## src/sv/ldw_pkg.sv

```systemverilog
package ldw_pkg;

    localparam int NUM_FIELDS = 6;
    localparam int IN_WIDTH   = 40;

    typedef logic [2:0] field_idx_t;
    typedef logic [2:0] pos_t;

    // Field order is also the order in which fields are written.
    localparam field_idx_t FLD_DAY    = 3'd0;
    localparam field_idx_t FLD_MONTH  = 3'd1;
    localparam field_idx_t FLD_YEAR   = 3'd2;
    localparam field_idx_t FLD_HOUR   = 3'd3;
    localparam field_idx_t FLD_MINUTE = 3'd4;
    localparam field_idx_t FLD_SECOND = 3'd5;

    localparam logic [7:0] CMD_HOME        = 8'h02;
    localparam logic [7:0] CMD_CUR_DAY     = 8'h80;
    localparam logic [7:0] CMD_CUR_MONTH   = 8'h83;
    localparam logic [7:0] CMD_CUR_YEAR    = 8'h86;
    localparam logic [7:0] CMD_CUR_HOUR    = 8'hC0;
    localparam logic [7:0] CMD_CUR_MINUTE  = 8'hC3;
    localparam logic [7:0] CMD_CUR_SECOND  = 8'hC6;
    localparam logic [7:0] ASCII_SLASH     = 8'h2F;
    localparam logic [7:0] ASCII_COLON     = 8'h3A;
    localparam logic [7:0] ASCII_ZERO      = 8'h30;
    localparam logic [7:0] ASCII_NINE      = 8'h39;

    localparam logic [13:0] YEAR_WRAP = 14'd10000;

    typedef struct packed {
        logic [4:0]  day;
        logic [3:0]  month;
        logic [13:0] year;
        logic [4:0]  hour;
        logic [5:0]  minute;
        logic [5:0]  second;
    } snap_t;

    // Captured snapshot; year already reduced below 10000.
    typedef struct packed {
        snap_t      snap;
        logic [5:0] mask;
        logic       full;
    } capt_t;

    // Two-digit fields are indexed day, month, hour, minute, second.
    typedef struct packed {
        logic [4:0][3:0] tens;
        logic [4:0][3:0] units;
        logic [13:0]     year_low;
        logic [9:0]      q10;
        logic [6:0]      q100;
        logic [3:0]      q1000;
        logic [5:0]      mask;
        logic            full;
    } conv_t;

    typedef struct packed {
        logic [5:0] mask;
        pos_t       pos;
    } ser_status_t;

    function automatic pos_t field_len(input field_idx_t f);
        return (f == FLD_YEAR) ? 3'd4 : 3'd2;
    endfunction

    function automatic logic [3:0] digit_base(input field_idx_t f);
        logic [3:0] b;
        case (f)
            FLD_DAY:    b = 4'd0;
            FLD_MONTH:  b = 4'd2;
            FLD_YEAR:   b = 4'd4;
            FLD_HOUR:   b = 4'd8;
            FLD_MINUTE: b = 4'd10;
            FLD_SECOND: b = 4'd12;
            default:    b = 4'd0;
        endcase
        return b;
    endfunction

    // Byte written ahead of a field's digits: a separator, the home command or the
    // line-two command in the full layout, a cursor command in a partial update.
    function automatic logic [7:0] prefix_byte(input logic full, input field_idx_t f);
        logic [7:0] b;
        case (f)
            FLD_DAY:    b = full ? CMD_HOME : CMD_CUR_DAY;
            FLD_MONTH:  b = full ? ASCII_SLASH : CMD_CUR_MONTH;
            FLD_YEAR:   b = full ? ASCII_SLASH : CMD_CUR_YEAR;
            FLD_HOUR:   b = CMD_CUR_HOUR;
            FLD_MINUTE: b = full ? ASCII_COLON : CMD_CUR_MINUTE;
            FLD_SECOND: b = full ? ASCII_COLON : CMD_CUR_SECOND;
            default:    b = CMD_HOME;
        endcase
        return b;
    endfunction

    function automatic logic prefix_is_cmd(input logic full, input field_idx_t f);
        return !full || (f == FLD_DAY) || (f == FLD_HOUR);
    endfunction

    function automatic field_idx_t lowest_field(input logic [5:0] mask);
        field_idx_t idx;
        idx = FLD_DAY;
        for (int i = NUM_FIELDS - 1; i >= 0; i--)
        begin
            if (mask[i])
            begin
                idx = field_idx_t'(i);
            end
        end
        return idx;
    endfunction

endpackage

```

## src/sv/ldw_capture.sv

```systemverilog
module ldw_capture (
    input  logic                          clk,
    input  logic                          rst_n,
    input  logic                          in_valid,
    output logic                          in_ready,
    input  logic [ldw_pkg::IN_WIDTH-1:0]  in_data,
    output logic                          out_valid,
    input  logic                          out_ready,
    output ldw_pkg::capt_t                out_capt
);

    ldw_pkg::snap_t in_snap;
    ldw_pkg::capt_t capt_reg;
    ldw_pkg::snap_t prev_reg;
    logic           valid_reg;
    logic           shown_once_reg;
    logic [5:0]     diff;
    logic           take;

    assign in_snap.day    = in_data[4:0];
    assign in_snap.month  = in_data[8:5];
    assign in_snap.year   = in_data[22:9];
    assign in_snap.hour   = in_data[27:23];
    assign in_snap.minute = in_data[33:28];
    assign in_snap.second = in_data[39:34];

    assign in_ready = !valid_reg || out_ready;
    assign take     = in_valid && in_ready;

    // Bit order follows the field index constants.
    assign diff = {in_snap.second != prev_reg.second,
                   in_snap.minute != prev_reg.minute,
                   in_snap.hour   != prev_reg.hour,
                   in_snap.year   != prev_reg.year,
                   in_snap.month  != prev_reg.month,
                   in_snap.day    != prev_reg.day};

    always_ff @(posedge clk or negedge rst_n)
    begin
        if (!rst_n)
        begin
            valid_reg      <= 1'b0;
            shown_once_reg <= 1'b0;
        end
        else
        begin
            if (take)
            begin
                valid_reg      <= 1'b1;
                shown_once_reg <= 1'b1;
            end
            else if (out_ready)
            begin
                valid_reg <= 1'b0;
            end
        end
    end

    always_ff @(posedge clk)
    begin
        if (take)
        begin
            prev_reg             <= in_snap;
            capt_reg.snap.day    <= in_snap.day;
            capt_reg.snap.month  <= in_snap.month;
            // Only the low four decimal digits of the year are shown.
            capt_reg.snap.year   <= (in_snap.year >= ldw_pkg::YEAR_WRAP)
                                    ? in_snap.year - ldw_pkg::YEAR_WRAP : in_snap.year;
            capt_reg.snap.hour   <= in_snap.hour;
            capt_reg.snap.minute <= in_snap.minute;
            capt_reg.snap.second <= in_snap.second;
            capt_reg.mask        <= shown_once_reg ? diff : 6'b111111;
            capt_reg.full        <= !shown_once_reg;
        end
    end

    assign out_valid = valid_reg;
    assign out_capt  = capt_reg;

endmodule

```

## src/sv/ldw_bcd.sv

```systemverilog
module ldw_bcd (
    input  logic           clk,
    input  logic           rst_n,
    input  logic           in_valid,
    output logic           in_ready,
    input  ldw_pkg::capt_t in_capt,
    output logic           out_valid,
    input  logic           out_ready,
    output ldw_pkg::conv_t out_conv
);

    ldw_pkg::conv_t  conv_reg;
    ldw_pkg::conv_t  conv_next;
    logic            valid_reg;
    logic            take;
    logic [4:0][5:0] vals;
    logic [4:0][13:0] prod_tens;
    logic [29:0]     p10;
    logic [26:0]     p100;
    logic [27:0]     p1000;

    assign in_ready = !valid_reg || out_ready;
    assign take     = in_valid && in_ready;

    assign vals[0] = {1'b0, in_capt.snap.day};
    assign vals[1] = {2'b00, in_capt.snap.month};
    assign vals[2] = {1'b0, in_capt.snap.hour};
    assign vals[3] = in_capt.snap.minute;
    assign vals[4] = in_capt.snap.second;

    // Division by 10 as a reciprocal multiply; exact for the six-bit values here.
    always_comb
    begin
        conv_next = '0;
        for (int i = 0; i < 5; i++)
        begin
            prod_tens[i]       = 14'(vals[i]) * 14'd205;
            conv_next.tens[i]  = {1'b0, prod_tens[i][13:11]};
            conv_next.units[i] = vals[i][3:0] - 4'(conv_next.tens[i] * 4'd10);
        end
        // Quotients by 10, 100 and 1000; exact for all years below 10000.
        p10   = 30'(in_capt.snap.year) * 30'd52429;
        p100  = 27'(in_capt.snap.year) * 27'd5243;
        p1000 = 28'(in_capt.snap.year) * 28'd8389;
        conv_next.year_low = in_capt.snap.year;
        conv_next.q10      = p10[28:19];
        conv_next.q100     = p100[25:19];
        conv_next.q1000    = p1000[26:23];
        conv_next.mask     = in_capt.mask;
        conv_next.full     = in_capt.full;
    end

    always_ff @(posedge clk or negedge rst_n)
    begin
        if (!rst_n)
        begin
            valid_reg <= 1'b0;
        end
        else if (take)
        begin
            valid_reg <= 1'b1;
        end
        else if (out_ready)
        begin
            valid_reg <= 1'b0;
        end
    end

    always_ff @(posedge clk)
    begin
        if (take)
        begin
            conv_reg <= conv_next;
        end
    end

    assign out_valid = valid_reg;
    assign out_conv  = conv_reg;

endmodule

```

## src/sv/ldw_serializer.sv

```systemverilog
module ldw_serializer (
    input  logic                  clk,
    input  logic                  rst_n,
    input  logic                  in_valid,
    output logic                  in_ready,
    input  ldw_pkg::conv_t        in_conv,
    output logic                  out_valid,
    input  logic                  out_ready,
    output logic [7:0]            out_byte,
    output logic                  out_cmd,
    output logic                  out_last,
    output ldw_pkg::ser_status_t  status
);

    logic [5:0]           mask_reg;
    logic                 full_reg;
    ldw_pkg::pos_t        pos_reg;
    logic [13:0][3:0]     digits_reg;
    logic [13:0][3:0]     digits_next;
    logic                 out_valid_reg;
    logic [7:0]           byte_reg;
    logic                 cmd_reg;
    logic                 last_reg;

    ldw_pkg::field_idx_t  cur_f;
    logic                 emit;
    logic                 field_done;
    logic [5:0]           rest_mask;
    logic                 load;
    logic [3:0]           dig_idx;
    logic [7:0]           cur_byte;
    logic                 cur_cmd;

    assign cur_f      = ldw_pkg::lowest_field(mask_reg);
    assign emit       = (mask_reg != 6'd0) && (!out_valid_reg || out_ready);
    assign field_done = pos_reg == ldw_pkg::field_len(cur_f);
    assign rest_mask  = mask_reg & ~(6'd1 << cur_f);
    assign load       = in_valid && in_ready;
    assign in_ready   = (mask_reg == 6'd0) || (emit && field_done && rest_mask == 6'd0);
    assign dig_idx    = 4'(ldw_pkg::digit_base(cur_f) + 4'(pos_reg) - 4'd1);

    always_comb
    begin
        if (pos_reg == 3'd0)
        begin
            cur_byte = ldw_pkg::prefix_byte(full_reg, cur_f);
            cur_cmd  = ldw_pkg::prefix_is_cmd(full_reg, cur_f);
        end
        else
        begin
            cur_byte = ldw_pkg::ASCII_ZERO + 8'(digits_reg[dig_idx]);
            cur_cmd  = 1'b0;
        end
    end

    // The remaining year digits come from the registered quotients; each is
    // known to lie in 0..9, so the low four bits of the difference suffice.
    always_comb
    begin
        digits_next[0]  = in_conv.tens[0];
        digits_next[1]  = in_conv.units[0];
        digits_next[2]  = in_conv.tens[1];
        digits_next[3]  = in_conv.units[1];
        digits_next[4]  = in_conv.q1000;
        digits_next[5]  = in_conv.q100[3:0] - 4'(in_conv.q1000 * 4'd10);
        digits_next[6]  = in_conv.q10[3:0] - 4'(in_conv.q100[3:0] * 4'd10);
        digits_next[7]  = in_conv.year_low[3:0] - 4'(in_conv.q10[3:0] * 4'd10);
        digits_next[8]  = in_conv.tens[2];
        digits_next[9]  = in_conv.units[2];
        digits_next[10] = in_conv.tens[3];
        digits_next[11] = in_conv.units[3];
        digits_next[12] = in_conv.tens[4];
        digits_next[13] = in_conv.units[4];
    end

    always_ff @(posedge clk or negedge rst_n)
    begin
        if (!rst_n)
        begin
            mask_reg      <= 6'd0;
            pos_reg       <= 3'd0;
            out_valid_reg <= 1'b0;
        end
        else
        begin
            if (load)
            begin
                mask_reg <= in_conv.mask;
                pos_reg  <= 3'd0;
            end
            else if (emit)
            begin
                if (field_done)
                begin
                    mask_reg <= rest_mask;
                    pos_reg  <= 3'd0;
                end
                else
                begin
                    pos_reg <= pos_reg + 3'd1;
                end
            end

            if (emit)
            begin
                out_valid_reg <= 1'b1;
            end
            else if (out_ready)
            begin
                out_valid_reg <= 1'b0;
            end
        end
    end

    always_ff @(posedge clk)
    begin
        if (load)
        begin
            full_reg   <= in_conv.full;
            digits_reg <= digits_next;
        end
        if (emit)
        begin
            byte_reg <= cur_byte;
            cmd_reg  <= cur_cmd;
            last_reg <= field_done && (rest_mask == 6'd0);
        end
    end

    assign out_valid   = out_valid_reg;
    assign out_byte    = byte_reg;
    assign out_cmd     = cmd_reg;
    assign out_last    = last_reg;
    assign status.mask = mask_reg;
    assign status.pos  = pos_reg;

endmodule

```

## src/sv/lcd_datetime_delta_writer_core.sv

```systemverilog
// Turns date-time snapshots into byte writes for a two-line HD44780 display.
// The first snapshot after reset writes the whole layout (home command,
// dd/mm/yyyy, line-two command, hh:mm:ss: 20 bytes); each later snapshot
// writes, for every field that changed, its cursor command and its digits,
// and a snapshot with no change writes nothing. tuser marks a command byte
// and tlast the final byte of a snapshot. The output register sends one
// byte per cycle while m_axis_tready is high; the serializer can take the
// next snapshot as it sends the last byte of the one before. The capture
// and decimal conversion registers hold one snapshot each, so input is
// taken while an earlier one is being written, until they fill. Snapshots
// go through the capture, decimal conversion and byte selection stages.
module lcd_datetime_delta_writer_core (
    input  logic        clk,
    input  logic        rst_n,
    input  logic        s_axis_tvalid,
    output logic        s_axis_tready,
    // day[4:0], month[8:5], year[22:9], hour[27:23], minute[33:28], second[39:34]
    input  logic [39:0] s_axis_tdata,
    output logic        m_axis_tvalid,
    input  logic        m_axis_tready,
    // lcd_byte[7:0]
    output logic [7:0]  m_axis_tdata,
    // is_command[0]
    output logic        m_axis_tuser,
    output logic        m_axis_tlast
);

    logic                  capt_valid;
    logic                  capt_ready;
    ldw_pkg::capt_t        capt;
    logic                  conv_valid;
    logic                  conv_ready;
    ldw_pkg::conv_t        conv;
    ldw_pkg::ser_status_t  ser_status;

    ldw_capture u_capture (
        .clk       (clk),
        .rst_n     (rst_n),
        .in_valid  (s_axis_tvalid),
        .in_ready  (s_axis_tready),
        .in_data   (s_axis_tdata),
        .out_valid (capt_valid),
        .out_ready (capt_ready),
        .out_capt  (capt)
    );

    ldw_bcd u_bcd (
        .clk       (clk),
        .rst_n     (rst_n),
        .in_valid  (capt_valid),
        .in_ready  (capt_ready),
        .in_capt   (capt),
        .out_valid (conv_valid),
        .out_ready (conv_ready),
        .out_conv  (conv)
    );

    ldw_serializer u_serializer (
        .clk       (clk),
        .rst_n     (rst_n),
        .in_valid  (conv_valid),
        .in_ready  (conv_ready),
        .in_conv   (conv),
        .out_valid (m_axis_tvalid),
        .out_ready (m_axis_tready),
        .out_byte  (m_axis_tdata),
        .out_cmd   (m_axis_tuser),
        .out_last  (m_axis_tlast),
        .status    (ser_status)
    );

    // Command bytes are either the home command or a cursor address.
    assert property (@(posedge clk) disable iff (!rst_n)
        (m_axis_tvalid && m_axis_tuser) |->
        (m_axis_tdata[7] || m_axis_tdata == ldw_pkg::CMD_HOME))
        else $error("command byte is neither home nor a cursor address");

    // Data bytes are decimal digits or separators.
    assert property (@(posedge clk) disable iff (!rst_n)
        (m_axis_tvalid && !m_axis_tuser) |->
        ((m_axis_tdata >= ldw_pkg::ASCII_ZERO && m_axis_tdata <= ldw_pkg::ASCII_NINE)
         || m_axis_tdata == ldw_pkg::ASCII_SLASH || m_axis_tdata == ldw_pkg::ASCII_COLON))
        else $error("data byte is not a digit or separator");

    // The position within a field never runs past the longest field.
    assert property (@(posedge clk) disable iff (!rst_n)
        ser_status.pos <= 3'd4)
        else $error("field position out of range");

    // A digit position is only reached by stepping through a pending field.
    assert property (@(posedge clk) disable iff (!rst_n)
        (ser_status.pos != 3'd0) |-> ($past(ser_status.mask) != 6'd0))
        else $error("digit position reached with no field pending");

endmodule

```

## config.mk

```make
export PLATFORM = sky130hd
export DESIGN_NAME = lcd_datetime_delta_writer_core
export DESIGN_NICKNAME = d
export VERILOG_FILES = /design/src/sv/ldw_pkg.sv /design/src/sv/ldw_capture.sv /design/src/sv/ldw_bcd.sv /design/src/sv/ldw_serializer.sv /design/src/sv/lcd_datetime_delta_writer_core.sv
export SDC_FILE = /design/constraint.sdc
export NUM_CORES = 1
export LEC_CHECK = 0
export BUFFER_PORTS_ARGS = -buffer_cell sky130_fd_sc_hd__buf_4
export CAP_MARGIN = 5
export CORE_MARGIN = 2
export CORE_UTILIZATION = 57
export CTS_CLUSTER_DIAMETER = 150
export CTS_CLUSTER_SIZE = 14
export DETAILED_ROUTE_END_ITERATION = 10
export GPL_ROUTABILITY_DRIVEN = 0
export PLACE_DENSITY = 0.88
export SLEW_MARGIN = 20
export SYNTH_ARGS = -nofsm -noshare
export SYNTH_HDL_FRONTEND = slang
export SYNTH_SLANG_ARGS = --single-unit
```

## constraint.sdc

```tcl
create_clock -name clk -period 5.6 [get_ports clk]
set_clock_uncertainty 0.15 [all_clocks]
set_input_delay 1.68 -clock clk [delete_from_list [all_inputs] [get_ports clk]]
set_output_delay 1.68 -clock clk [all_outputs]
set_load 0.02 [all_outputs]
```

==> metrics.csv <==
stage;metric;value;unit
global_routing;vias in the first global route;13200;
yosys;top cells by area, synth;edfxtp_1 (29%), ha_1 (25%), fa_1 (18%);
critical_path;CP arrival;5.63;ns
critical_path;R2R Path End;u_bcd.out_conv[21]$_DFFE_PP_;
timing;# setup viols final;0;
place;Placed Cells;2039;
finish;Nets;2213;
clocking;CTS Buffer Depth;2;
yosys;Mapped Cells;1575;
critical_path;reg2reg path depth;21;
routing;final antenna-violating net count;0;
clocking;Clock Latency Late Sink;0.44;ns
yosys;syn_nets;2125;
timing;RSZ-0062 raised after global routing;true;
global_routing;initial antenna violation count;0;
critical_path;crit-path cells;buf_4 -> ha_1 -> xor2_1 -> ha_1 -> a21o_1 -> fa_1 -> inv_1 -> fa_1 -> inv_1 -> fa_1 -> inv_1 -> fa_1 -> inv_1 -> ha_1 -> nand2_1 -> a2bb2oi_1 -> o21ai_1 -> a221oi_2 -> buf_4 -> nor2_1 -> a211oi_1;
critical_path;Worst Setup SP;u_capture.out_capt[37]$_DFFE_PP_;
critical_path;max incr delay on CP;0.55;ns
place;port bufs;55;
yosys;most instantiated cells after synthesis;inv_1 (380), ha_1 (350), edfxtp_1 (169);
die;num rows;64;
yosys;Post-synth top flop;edfxtp_1;
critical_path;Worst setup EP type;flip-flop;
clocking;cts bufs inserted;17;
critical_path;Crit-path slowest cell;fa_1;
timing;Max Clk Rate;0.181;GHz
global_routing;first-pass GRT wire length;67.7;mm
run_status;outcome;completed;
routing;Vias/cell;5.91;
critical_path;FF-to-FF Start;u_capture.out_capt[37]$_DFFE_PP_;
critical_path;R2R setup slack;0.08;ns
yosys;Synth top area share;0.286;
hold_path;hold-critical path depth;0;
die;Total Die Area;32600;µm²
clocking;Clock Sink Count;182;
yosys;most frequent cell after synthesis;inv_1;
finish;final cell count without fillers;2072;
yosys;Yosys reg bits;182;
routing;Post-Route WL;41.7;mm
clocking;Root Buffer;clkbuf_16;
die;Die Y;181;µm
routing;vias;12200;
yosys;sequential area share after synthesis;0.304;
critical_path;CP top delay family;adder cells;
yosys;Distinct cells, synth;65;
yosys;Synth Cell Area;17800;µm²
global_routing;gr usage total;0.264;
critical_path;CP Launch Type;flip-flop;
yosys;area leader, netlist;edfxtp_1;
clocking;CTS H-tree lvls;4;
timing;worst slew pin tran;1.07;ns
timing;max-slew headroom at the worst pin;0.290;
critical_path;WS Path Type;reg2reg;
yosys;syn avg cell area;11.3;µm²
timing;Final Hold Vio Count;0;
routing;DR WL/cell;20.1;µm
yosys;Synth warnings;0;
critical_path;critical path depth;21;
hold_path;Worst Hold Class;reg2reg;
place;HPWL after detailed placement;31.7;mm
timing;hold slack;0.267;ns
critical_path;CP max FO;9;
timing;Max Slew Vio Count;0;
finish;share of cells above drive strength 1;0.0823;
clocking;CTS tree;done;
clocking;Reg clk slew, reported paths;0.07;ns
die;core box area;30700;µm²
run;max-cap violation count;0;
timing;Final period util;0.986;
routing;DRT iter0 DRCs;1190;
critical_path;CP Buf/Inv Count;6;
finish;max reg flops;54;
finish;area grow syn2layout;9.50;%
critical_path;Req. time, crit path;5.70;ns
global_routing;largest net degree at the start of global routing;38;
die;Die X;181;µm
die;# IOs;56;
routing;DRC;0;
die;Initial Util;0.580;
global_routing;grt ovf;0;
finish;antenna cells;0;
routing;Detailed Routing Iterations Pass 1;5;
yosys;Post-synth EDFFs;169;
yosys;ys async rst share;0.0714;
timing;Final min period;5.52;ns
hold_path;Hold Crit Start;u_bcd.out_conv[42]$_DFFE_PP_;
hold_path;end of the worst hold path;u_serializer.digits_reg[4]$_DFFE_PP_;
[timing repair]
| item | CTS | global route |
|---|---|---|
| hold buffers | 0 | 0 |
| setup buffers | 1 | 0 |
| endpoints found under the hold margin | 0 | 0 |
| setup endpoints to repair | 3 | 4 |
| resized for setup | 1 | 5 |
| pin swaps | 1 | 4 |
[worst register-to-register path, delay by kind of cell, from the launching register on]
family | cells | cell delay, ns
buffers and inverters | 6 | 0.66
AND/OR/NAND/NOR | 2 | 0.14
adder cells (fa/ha/maj) | 7 | 2.78
XOR/XNOR | 1 | 0.20
AO/OA/AOI/OAI | 5 | 0.99
flip-flops | 1 | 0.42
[area by class of cell]
type / instances / area, µm²
Tap cell: 396 / 495
Timing Repair Buffer: 79 / 597
Clock inverter: 9 / 130
Inverter: 380 / 1430
Clock buffer: 23 / 458
Sequential cell: 182 / 5400
Fill cell: 2083 / 11200
Multi-Input combinational cell: 1003 / 11000
[worst max path at each step]
stage,end,slack [ns]
after CTS,u_bcd.out_conv[21]$_DFFE_PP_,0.03
after floorplan,u_bcd.out_conv[20]$_DFFE_PP_,0.05
after detailed placement,u_bcd.out_conv[20]$_DFFE_PP_,-0.05
final,u_bcd.out_conv[21]$_DFFE_PP_,0.08
after global routing,u_bcd.out_conv[21]$_DFFE_PP_,-0.06
after global placement,u_bcd.out_conv[20]$_DFFE_PP_,0.22
[metal layers]
metal,share of wire,track usage
met2,0.50,0.458
met5,0,0
met4,0.039,0.101
met1,0.39,0.326
met3,0.068,0.0532
[cell usage in the layout, fill, tap and decap left out, types with 4 or more instances in the layout]
| cell | count |
|---|---|
| o21a_1 | 7 |
| a211oi_1 | 9 |
| o21bai_1 | 6 |
| clkbuf_16 | 17 |
| nand4_1 | 15 |
| a31oi_1 | 6 |
| nand2_1 | 47 |
| mux2i_1 | 12 |
| and3_1 | 4 |
| nor2_1 | 34 |
| xor2_1 | 51 |
| buf_4 | 78 |
| ha_1 | 348 |
| nand2b_1 | 4 |
| nor2b_1 | 5 |
| a41o_1 | 5 |
| edfxtp_1 | 169 |
| a21oi_1 | 46 |
| dfrtp_1 | 13 |
| clkbuf_1 | 5 |
| and2_1 | 6 |
| o211ai_1 | 8 |
| o21ai_0 | 37 |
| nand3_1 | 26 |
| xnor2_1 | 55 |
| or3_1 | 5 |
| or2_2 | 8 |
| nor3b_1 | 4 |
| nor3_1 | 14 |
| a21o_1 | 11 |
| nor4_1 | 14 |
| mux4_2 | 9 |
| fa_1 | 156 |
| inv_1 | 378 |
[stage by stage]
step	TNS [ns]	setup WS [ns]	util	cell area, µm²
final	0	0.0768	0.635	19500
after global routing	-0.0764	-0.0582	0.635	19500
after CTS	0	0.0263	0.634	19400
after detailed placement	-0.0509	-0.0509	0.614	18800
after global placement	0	0.223	0.614	18800
after floorplan	0	0.0531	-	17800
[kinds of logic after synthesis]
group                      after synthesis  share of synthesized area
AOI/OAI and AO/OA                      170                     0.0626
adders and majority gates              506                      0.422
and+or+nand+nor                        198                     0.0572
muxes                                   21                     0.0182
DFF                                    182                      0.304
xor gates and xnor gates               108                     0.0536
buffers and inverters                  390                     0.0826
Power is not shown: default switching activity piles up to over one toggle a cycle in this logic, so the estimate is an artifact.
